<file path="src/hdl/display_list_texture_ref_scanner_top_macros.svh">
// ----------------------------------------------------------------------------
// display_list_texture_ref_scanner_top_macros
// assertion macros shared by the scanner modules, empty for synthesis
// ----------------------------------------------------------------------------
`ifndef DISPLAY_LIST_TEXTURE_REF_SCANNER_TOP_MACROS_SVH
`define DISPLAY_LIST_TEXTURE_REF_SCANNER_TOP_MACROS_SVH

`ifndef SYNTHESIS
// property checked on every clock edge out of reset
`define DLTR_ASSERT(lbl, prop, msg) \
  lbl: assert property (@(posedge clk) disable iff (!rst_n) (prop)) else $error(msg);
// property checked only where an enable term holds
`define DLTR_ASSERT_IF(lbl, en, prop, msg) \
  lbl: assert property (@(posedge clk) disable iff (!rst_n) (en) |-> (prop)) else $error(msg);
`else
`define DLTR_ASSERT(lbl, prop, msg)
`define DLTR_ASSERT_IF(lbl, en, prop, msg)
`endif

`endif

</file>
<file path="src/hdl/dltr_pkg.sv">
// ----------------------------------------------------------------------------
// dltr_pkg
// constants, opcodes and control structs of the texture reference scanner
// ----------------------------------------------------------------------------
package dltr_pkg;

  // seen address table
  localparam int SEEN_DEPTH = 256;
  localparam int SEEN_AW    = (SEEN_DEPTH > 1) ? $clog2(SEEN_DEPTH) : 1;
  localparam int SEEN_CW    = $clog2(SEEN_DEPTH + 1);

  // tile descriptor slots and opcode history length
  localparam int TILE_SLOTS = 8;
  localparam int TILE_AW    = $clog2(TILE_SLOTS);
  localparam int HIST_LEN   = 6;

  // command opcodes
  localparam logic [7:0] OP_SETTIMG     = 8'hFD;
  localparam logic [7:0] OP_SETTILE     = 8'hF5;
  localparam logic [7:0] OP_SETTILESIZE = 8'hF2;
  localparam logic [7:0] OP_LOADBLOCK   = 8'hF3;
  localparam logic [7:0] OP_LOADTLUT    = 8'hF0;
  localparam logic [7:0] OP_RDPLOADSYNC = 8'hE6;
  localparam logic [7:0] OP_RDPPIPESYNC = 8'hE7;
  localparam logic [7:0] OP_RDPTILESYNC = 8'hE8;
  localparam logic [7:0] OP_ENDDL       = 8'hDF;

  // image formats and texel sizes
  localparam logic [2:0] FMT_RGBA = 3'd0;
  localparam logic [2:0] FMT_IA   = 3'd3;
  localparam logic [1:0] SIZ_4B   = 2'd0;
  localparam logic [1:0] SIZ_8B   = 2'd1;
  localparam logic [1:0] SIZ_16B  = 2'd2;
  localparam logic [1:0] SIZ_32B  = 2'd3;

  // segment holding the tracked data
  localparam logic [7:0] SEG_TEXTURE = 8'h02;

  // reference kinds
  localparam logic KIND_TEXTURE = 1'b0;
  localparam logic KIND_PALETTE = 1'b1;

  // controller to datapath
  typedef struct packed {
    logic capture;
    logic decode;
    logic rd_issue;
    logic idx_inc;
    logic emit;
  } dltr_cmd_t;

  // datapath to controller
  typedef struct packed {
    logic cand;
    logic scan_end;
    logic hit;
    logic out_free;
  } dltr_stat_t;

endpackage

</file>
<file path="src/hdl/dltr_ctrl.sv">
// ----------------------------------------------------------------------------
// dltr_ctrl
// sequencer for decode, seen table search and result hand-off
// ----------------------------------------------------------------------------
`include "display_list_texture_ref_scanner_top_macros.svh"

module dltr_ctrl
  import dltr_pkg::*;
(
  input  logic       clk,
  input  logic       rst_n,
  input  logic       in_valid,
  output logic       in_ready,
  input  dltr_stat_t stat,
  output dltr_cmd_t  cmd
);

  localparam logic [2:0] ST_IDLE   = 3'd0;
  localparam logic [2:0] ST_DECODE = 3'd1;
  localparam logic [2:0] ST_RD     = 3'd2;
  localparam logic [2:0] ST_CMP    = 3'd3;
  localparam logic [2:0] ST_EMIT   = 3'd4;

  logic [2:0] state_r;
  logic [2:0] state_nxt;

  // next state
  always_comb begin
    state_nxt = state_r;
    case (state_r)
      ST_IDLE: begin
        if (in_valid) state_nxt = ST_DECODE;
      end
      ST_DECODE: begin
        state_nxt = stat.cand ? ST_RD : ST_IDLE;
      end
      ST_RD: begin
        state_nxt = stat.scan_end ? ST_EMIT : ST_CMP;
      end
      ST_CMP: begin
        state_nxt = stat.hit ? ST_IDLE : ST_RD;
      end
      ST_EMIT: begin
        if (stat.out_free) state_nxt = ST_IDLE;
      end
      default: begin
        state_nxt = ST_IDLE;
      end
    endcase
  end

  // state register
  always_ff @(posedge clk) begin
    if (!rst_n) begin
      state_r <= ST_IDLE;
    end else begin
      state_r <= state_nxt;
    end
  end

  // commands to the datapath
  assign in_ready     = (state_r == ST_IDLE);
  assign cmd.capture  = (state_r == ST_IDLE) && in_valid;
  assign cmd.decode   = (state_r == ST_DECODE);
  assign cmd.rd_issue = (state_r == ST_RD) && !stat.scan_end;
  assign cmd.idx_inc  = (state_r == ST_CMP) && !stat.hit;
  assign cmd.emit     = (state_r == ST_EMIT) && stat.out_free;

  // a known address drops the reference and frees the block
  `DLTR_ASSERT_IF(a_hit_drops, (state_r == ST_CMP) && stat.hit, ##1 (state_r == ST_IDLE), "hit did not return to idle")
  // commands without a reference go straight back to idle
  `DLTR_ASSERT_IF(a_no_cand_idle, (state_r == ST_DECODE) && !stat.cand, ##1 in_ready, "no-reference transaction stalled input")

endmodule

</file>
<file path="config.mk">
export PLATFORM = sky130hd
export DESIGN_NAME = dltr_ctrl
export DESIGN_NICKNAME = d
export VERILOG_FILES = /design/src/hdl/dltr_pkg.sv /design/src/hdl/dltr_ctrl.sv
export VERILOG_INCLUDE_DIRS = /design/src /design/src/hdl
export SDC_FILE = /design/constraint.sdc
export NUM_CORES = 1
export LEC_CHECK = 0
export CORE_AREA = 2 2 39 41
export CTS_BUF_LIST = sky130_fd_sc_hd__clkbuf_2
export CTS_CLUSTER_SIZE = 8
export DETAILED_ROUTE_END_ITERATION = 10
export DIE_AREA = 0 0 41 43
export DONT_BUFFER_PORTS = 1
export PLACE_DENSITY = 0.37
export SKIP_LAST_GASP = 1
export SYNTH_ARGS = -nofsm -noshare
export SYNTH_HDL_FRONTEND = slang
export SYNTH_SLANG_ARGS = --single-unit
</file>
<file path="constraint.sdc">
create_clock -name clk -period 2.2 [get_ports clk]
set_input_delay 0.22 -clock clk [delete_from_list [all_inputs] [get_ports clk]]
set_output_delay 0.22 -clock clk [all_outputs]
set_load 0.05 [all_outputs]
</file>
# Yosys cells after proc, flatten, opt, wreduce, memory -nomap -nowiden
# Cells that the tools add are included.
# classes
n_eq_ne	6
n_mux	6
n_reduce_logical	8
# ops
op	n
$pmux W3 S5	1
$mux W3	3
$eq A3 B2 Y1 const B	2
$logic_and A1 B1 Y1	4
$mux W2	2
$ne A2 B2 Y1 const B	2
$eq A3 B1 Y1 const B	1
$eq A3 B3 Y1 const B	1
$logic_not A3 Y1	1
$logic_not A1 Y1	2
$reduce_and A2 Y1	1
# totals
regBits	3
input_bits	7
out_inout_bits	6
wordCells	21

# Longest topological paths before layout
# Gate-level depths: netlist (run 1).
# logic_depth
word_depth	3
depth_mapped	3

# Worst setup path after synthesis (run 1)
# OpenSTA, ideal clock, no wires.
# synth_timing
path_kind	register to output
start	reg state_r[0]
end	out cmd[3] (netlist name)
arrival_ns	1.609
t_required_ns	1.980
slack_ns	0.371
stages_incl_launch_ff	2
n_path_buf	0
cell_sequence	dfxtp_1 nor3b_1
# synth_rtl
element	line	text
start, declared	dltr_ctrl.sv:24	logic [2:0] state_r;
start signal, assigned	dltr_ctrl.sv:57	state_r <= state_nxt;
end, declared	dltr_ctrl.sv:15	output dltr_cmd_t cmd

==> results.sh, run 1 <==
export IMPL_status="completed"
export IMPL_netlist_area_leader_share_pct=31.8
export IMPL_finalCriticalPeriod_ps=1570
export IMPL_cp_slowest_stage_delay_ps=480
export IMPL_drt_wl_total_microns=520
export IMPL_power_density_nw_per_um2=684
export IMPL_syn_area_sq_um=189
export IMPL_nFillCells=153
export IMPL_antenna_left=0
export IMPL_antennaDiodeCount=0
export IMPL_clk_pin_slew_ps=40
export IMPL_fmax_mhz=635
export IMPL_clockRootBuffer="clkbuf_2"
export IMPL_top_register="state_r"
export IMPL_p_leak_nw=0.101
export IMPL_die_x_microns=41
export IMPL_post_synth_top_area_cell="dfxtp_1"
export IMPL_mostFrequentLayoutCell="buf_4"
export IMPL_synth_seq_cells=3
export IMPL_antenna_found_initial=0
export IMPL_place_hpwl_microns=418
export IMPL_drt_iter0_drc=1
export IMPL_grt_pass1_vias=176
export IMPL_cp_required_ps=1980
export IMPL_io_buffers=0
export IMPL_largest_reg_flops=3
export IMPL_via_per_inst=4.36
export IMPL_postCtsSetupRepairBufs=0
export IMPL_r2r_end="state_r[1]$_SDFFE_PN0P_"
export IMPL_grt_usage_pct=8.12
export IMPL_rrSetupSlack_ps=980
export IMPL_worstPathArrival_ps=1350
export IMPL_synthCells=18
export IMPL_fp_dieArea_sq_um=1760
export IMPL_hp_start="rst_n"
export IMPL_rows=14
export IMPL_worst_setup_path_type="flop to output port"
export IMPL_slew_headroom_pct=75.4
export IMPL_clock_latency_ps=200
export IMPL_grt_max_degree=10
export IMPL_cts_hold_buf=0
export IMPL_regArea_sq_um=60.1
export IMPL_setup_violations_final=0
export IMPL_avgSynthCellArea_sq_um=10.5
export IMPL_biggestRegsByFlops="state_r x3"
export IMPL_initial_utilization_pct=13.7
export IMPL_grt_pass1_wl_microns=800
export IMPL_min_to="state_r[0]$_SDFFE_PN0P_"
export IMPL_min_path_type="input port to flop"
export IMPL_clockBufferDepth=2
export IMPL_worst_clock_skew_ps=0.671
export IMPL_rsz0062_at_grt="no"
export IMPL_hold_viol_final=0
export IMPL_slew_viol_final=0
export IMPL_fin_nets=34
export IMPL_vdd_drop_max_v=0.000145
export IMPL_wl_per_cell_microns=12.4
export IMPL_placed_cells=38
export IMPL_core_area_sq_um=1380
export IMPL_post_route_period_util_pct=71.6
export IMPL_reg2regPathDepth=2
export IMPL_mostFrequentLayoutCells="buf_4, clkbuf_2, dfxtp_1"
export IMPL_syn_to_final_growth_pct=41.1
export IMPL_multi_input_area_sq_um=129
export IMPL_synth_seq_area_share_pct=31.8
export IMPL_worstMarginPinSlew_ps=368
export IMPL_cpMaxStageDelayCell="dfxtp_1"
export IMPL_critical_path_cell_chain="nor4b_2 > buf_4"
export IMPL_crit_fanout=9
export IMPL_drc=0
export IMPL_crit_path_start_kind="flop"
export IMPL_ys_warn_count=0
export IMPL_drt_pass1_iterations=3
export IMPL_via_count=183
export IMPL_postCtsResizedCells=0
export IMPL_layoutNonFillerInstCount=42
export IMPL_numCtsBuffers=3
export IMPL_dieHeight_microns=43
export IMPL_synth_distinct_cells=14
export IMPL_hold_depth=1
export IMPL_synth_fp_nets=25
export IMPL_htreeDepth=1
export IMPL_rr_startpoint="state_r[2]$_SDFFE_PN0P_"
export IMPL_cts_sinks=3
export IMPL_routabilityCongestion=0.550
export IMPL_maxCapViolCount=0
export IMPL_worst_setup_path_end_kind="output port"
export IMPL_tns_ps=0
export IMPL_globalRouteOverflowTotal=0
export IMPL_ios=13
export IMPL_cts_tree="built"
export IMPL_yosys_top_cells_area="dfxtp_1, nor4b_2, and4bb_4, and4bb_2, nor3_1"
export IMPL_final_layout_size_suffix_gt1_share_pct=53.8
-- layout make-up --
| cell class | instances | share of cell area, % |
|---|---|---|
| flip-flops and latches | 3 | 22.5 |
| repair buffers | 5 | 14.1 |
| well taps | 16 | 7.51 |
| multi-input cells | 14 | 48.4 |
| clock buffers | 4 | 7.51 |
-- Yosys cell counts --
library cell  instances
dfxtp_1               3
nor3_1                2
nor4b_2               2
a21oi_1               1
and4bb_2              1
and4bb_4              1
buf_2                 1
nand2_1               1
nand2b_1              1
nand3b_1              1
nor3b_1               1
o21a_1                1
o31a_1                1
or3b_1                1
-- logic make-up after synthesis --
group	count (synthesis)	synth area share [%]
flip-flops	3	31.8
AO/OA/AOI/OAI	3	11.3
AND/OR/NAND/NOR	11	54.3
buffers and inverters	1	2.65
-- stage by stage --
| step | cell area (sq um) | utilization, % | total power (W) | hold slack [ps] | setup slack, ps |
|---|---|---|---|---|---|
| after floorplan | 189 | - | 0.0000947 | 338 | 371 |
| after global placement | 246 | 17.8 | 0.000105 | 343 | 894 |
| after detailed placement | 246 | 17.8 | 0.000106 | 348 | 846 |
| after CTS | 267 | 19.3 | 0.000187 | 121 | 609 |
| after global routing | 267 | 19.3 | 0.000200 | 106 | 499 |
| final | 267 | 19.3 | 0.000182 | 138 | 625 |
-- worst max-delay path: cells and delay by family (launching register included) --
family,cells,cell delay (ps)
AND/OR/NAND/NOR,1,390
buffers and inverters,1,270
flip-flops,1,480
-- how the worst max path moves through the flow --
stage	from	to	slack, ps	cells after the start
after floorplan	state_r[0]$_SDFFE_PN0P_	cmd[3]	370	1
after global placement	state_r[1]$_SDFFE_PN0P_	cmd[2]	890	2
after detailed placement	state_r[1]$_SDFFE_PN0P_	cmd[2]	850	2
after CTS	state_r[1]$_SDFFE_PN0P_	cmd[2]	610	2
after global routing	state_r[1]$_SDFFE_PN0P_	cmd[2]	500	2
final	state_r[1]$_SDFFE_PN0P_	cmd[2]	630	2
-- layer usage --
metal  vias to the layer above  wire (microns)  track usage (%)
li1                         86               -                -
met1                        81             189             7.37
met2                        16             178             7.19
met3                         0             152             12.0
met4                         0               0             8.00
met5                         -               0                0
-- power by group --
group | switching, W | total [W] | internal (W)
logic | 0.0000274 | 0.0000426 | 0.0000152
registers | 0.00000551 | 0.0000626 | 0.0000571
clock network | 0.0000292 | 0.0000771 | 0.0000479
total | 0.0000621 | 0.000182 | 0.000120
Note: power is estimated with default switching activity, not from simulation.
==> inputs of run 2 (changes only) <==
==> constraint.sdc (replaced) <==
create_clock -name clk -period 1.5 [get_ports clk]
set_input_delay 0.15 -clock clk [delete_from_list [all_inputs] [get_ports clk]]
set_output_delay 0.15 -clock clk [all_outputs]
set_load 0.05 [all_outputs]
==> run 2 against run 1 <==
Against the previous run:
- sequential share of layout area decreased by 0.76 points
- first-iteration DRC count grew to 3.0 times the previous value
- setup slack got worse by 490 ps
- largest cell class unchanged
- hold slack got worse by 65 ps
- non-clock buffer count unchanged
- highest routed layer is now met4
- wire length shrank 4.2%
- via count fell by 2.7%
- sequential cell count did not move
- count of clock-buffer cells in the layout stayed put
- combinational power grew 46%
- critical path type unchanged
==> results.sh, run 2 (synthesis results as in run 1) <==
export IMPL_pwr_share_comb_pct=23.2
export IMPL_worst_setup_path_end_kind="output port"
export IMPL_cp_slowest_stage_delay_ps=400
export IMPL_globalRouteOverflowTotal=0
export IMPL_dieHeight_microns=43
export IMPL_routabilityCongestion=0.610
export IMPL_ios=13
export IMPL_mostFrequentLayoutCells="buf_4, clkbuf_2, dfxtp_1"
export IMPL_htreeDepth=1
export IMPL_clock_latency_ps=200
export IMPL_layoutNonFillerInstCount=42
export IMPL_worstMarginPinSlew_ps=333
export IMPL_grt_pass1_vias=166
export IMPL_place_hpwl_microns=385
export IMPL_worstPathArrival_ps=1210
export IMPL_use_met1_pct=7.03
export IMPL_setup_violations_final=0
export IMPL_die_x_microns=41
export IMPL_hold_viol_final=0
export IMPL_cts_hold_buf=0
export IMPL_cpMaxStageDelayCell="dfxtp_1"
export IMPL_antennaDiodeCount=0
export IMPL_clockBufferDepth=2
export IMPL_cp_required_ps=1350
export IMPL_status="completed"
export IMPL_use_met2_pct=8.44
export IMPL_mostFrequentLayoutCell="buf_4"
export IMPL_grt_busiest_layer="met2"
export IMPL_clockRootBuffer="clkbuf_2"
export IMPL_power_density_nw_per_um2=954
export IMPL_syn_to_final_growth_pct=49.0
export IMPL_worst_clock_skew_ps=5.97
export IMPL_hold_depth=1
export IMPL_via_per_inst=4.24
export IMPL_numCtsBuffers=3
export IMPL_postCtsSetupRepairBufs=0
export IMPL_core_area_sq_um=1380
export IMPL_critical_path_cell_chain="nor4b_2 > buf_4"
export IMPL_io_buffers=0
export IMPL_crit_fanout=8
export IMPL_switching_share_pct=34.0
export IMPL_preCtsSetupSlack_ps=255
export IMPL_fin_nets=34
export IMPL_crit_path_start_kind="flop"
export IMPL_cts_tree="built"
export IMPL_grt_max_degree=10
export IMPL_min_path_type="input port to flop"
export IMPL_sequentialPowerShare_pct=34.9
export IMPL_post_route_period_util_pct=91.0
export IMPL_p_leak_nw=0.106
export IMPL_drc=0
export IMPL_antenna_left=0
export IMPL_cts_sinks=3
export IMPL_fmax_mhz=733
export IMPL_drt_iter0_drc=3
export IMPL_maxCapViolCount=0
export IMPL_switchingPower_w=0.0000913
export IMPL_fp_dieArea_sq_um=1760
export IMPL_p_int_w=0.000177
export IMPL_grt_usage_pct=7.01
export IMPL_drt_pass1_iterations=4
export IMPL_antenna_found_initial=0
export IMPL_final_util_pct=20.3
export IMPL_initial_utilization_pct=13.7
export IMPL_clk_pin_slew_ps=40
export IMPL_top_register="state_r"
export IMPL_wl_per_cell_microns=11.9
export IMPL_largest_reg_flops=3
export IMPL_biggestRegsByFlops="state_r x3"
export IMPL_postCtsResizedCells=0
export IMPL_via_count=178
export IMPL_drt_wl_total_microns=498
export IMPL_p_clk_share_pct=41.9
export IMPL_slew_viol_final=0
export IMPL_reg2regPathDepth=2
export IMPL_rows=14
export IMPL_setup_slack_ps=135
export IMPL_placed_cells=38
export IMPL_grt_util_met3_pct=6.28
export IMPL_worst_setup_path_type="flop to output port"
export IMPL_nFillCells=152
export IMPL_slew_headroom_pct=77.8
export IMPL_vdd_drop_max_v=0.000345
export IMPL_final_layout_size_suffix_gt1_share_pct=61.5
export IMPL_finalCriticalPeriod_ps=1360
export IMPL_grt_pass1_wl_microns=765
export IMPL_rsz0062_at_grt="no"
-- run 2: cell counts in the layout (fill, tap and decap cells not counted) --
Identical to the previous run, type by type.
-- run 2: path summary, 6_finish.rpt --
check / to / slack (ps) / start
worst max-delay path: cmd[4] / 140 / state_r[0]$_SDFFE_PN0P_
worst min-delay path: state_r[0]$_SDFFE_PN0P_ / 70 / rst_n
worst max register to register: state_r[1]$_SDFFE_PN0P_ / 240 / state_r[2]$_SDFFE_PN0P_
worst min register to register: state_r[2]$_SDFFE_PN0P_ / 570 / state_r[1]$_SDFFE_PN0P_
-- run 2: area by class of cell --
type	count	area, sq um	area share, %
well taps	16	20.0	7.11
clock buffers	4	20.0	7.11
repair buffers	5	37.5	13.3
flip-flops and latches	3	61.3	21.8
multi-input cells	14	143	50.7
-- run 2: power by group through the flow --
stage	clock, W	sequential, W	combinational [W]
6_report	0.000113	0.0000937	0.0000624
5_1_grt	0.000127	0.0000949	0.0000648
3_3_place_gp	0	0.0000942	0.0000632
4_1_cts	0.000122	0.0000934	0.0000628
2_1_floorplan	0	0.0000904	0.0000516
3_5_place_dp	0	0.0000947	0.0000627
-- run 2: stage by stage --
step	setup TNS, ps	power [W]	hold slack, ps	instance area [sq um]
after floorplan	-438	0.000142	268	208
after global routing	0	0.000286	50.0	282
after global placement	0	0.000157	274	260
after detailed placement	0	0.000157	279	260
after CTS	0	0.000278	55.9	280
final	0	0.000269	72.9	282
-- run 2: worst max-delay path: cells and delay by family, from the launching register on --
| kind | cells | cell delay [ps] |
|---|---|---|
| buf+inv | 1 | 260 |
| simple gates | 1 | 360 |
| flops | 1 | 400 |
-- run 2: per-layer routing --
metal	share of wire, %	vias up
met5	0	-
met4	2.0	0
met3	13	2
met2	48	8
met1	37	82
li1	-	86
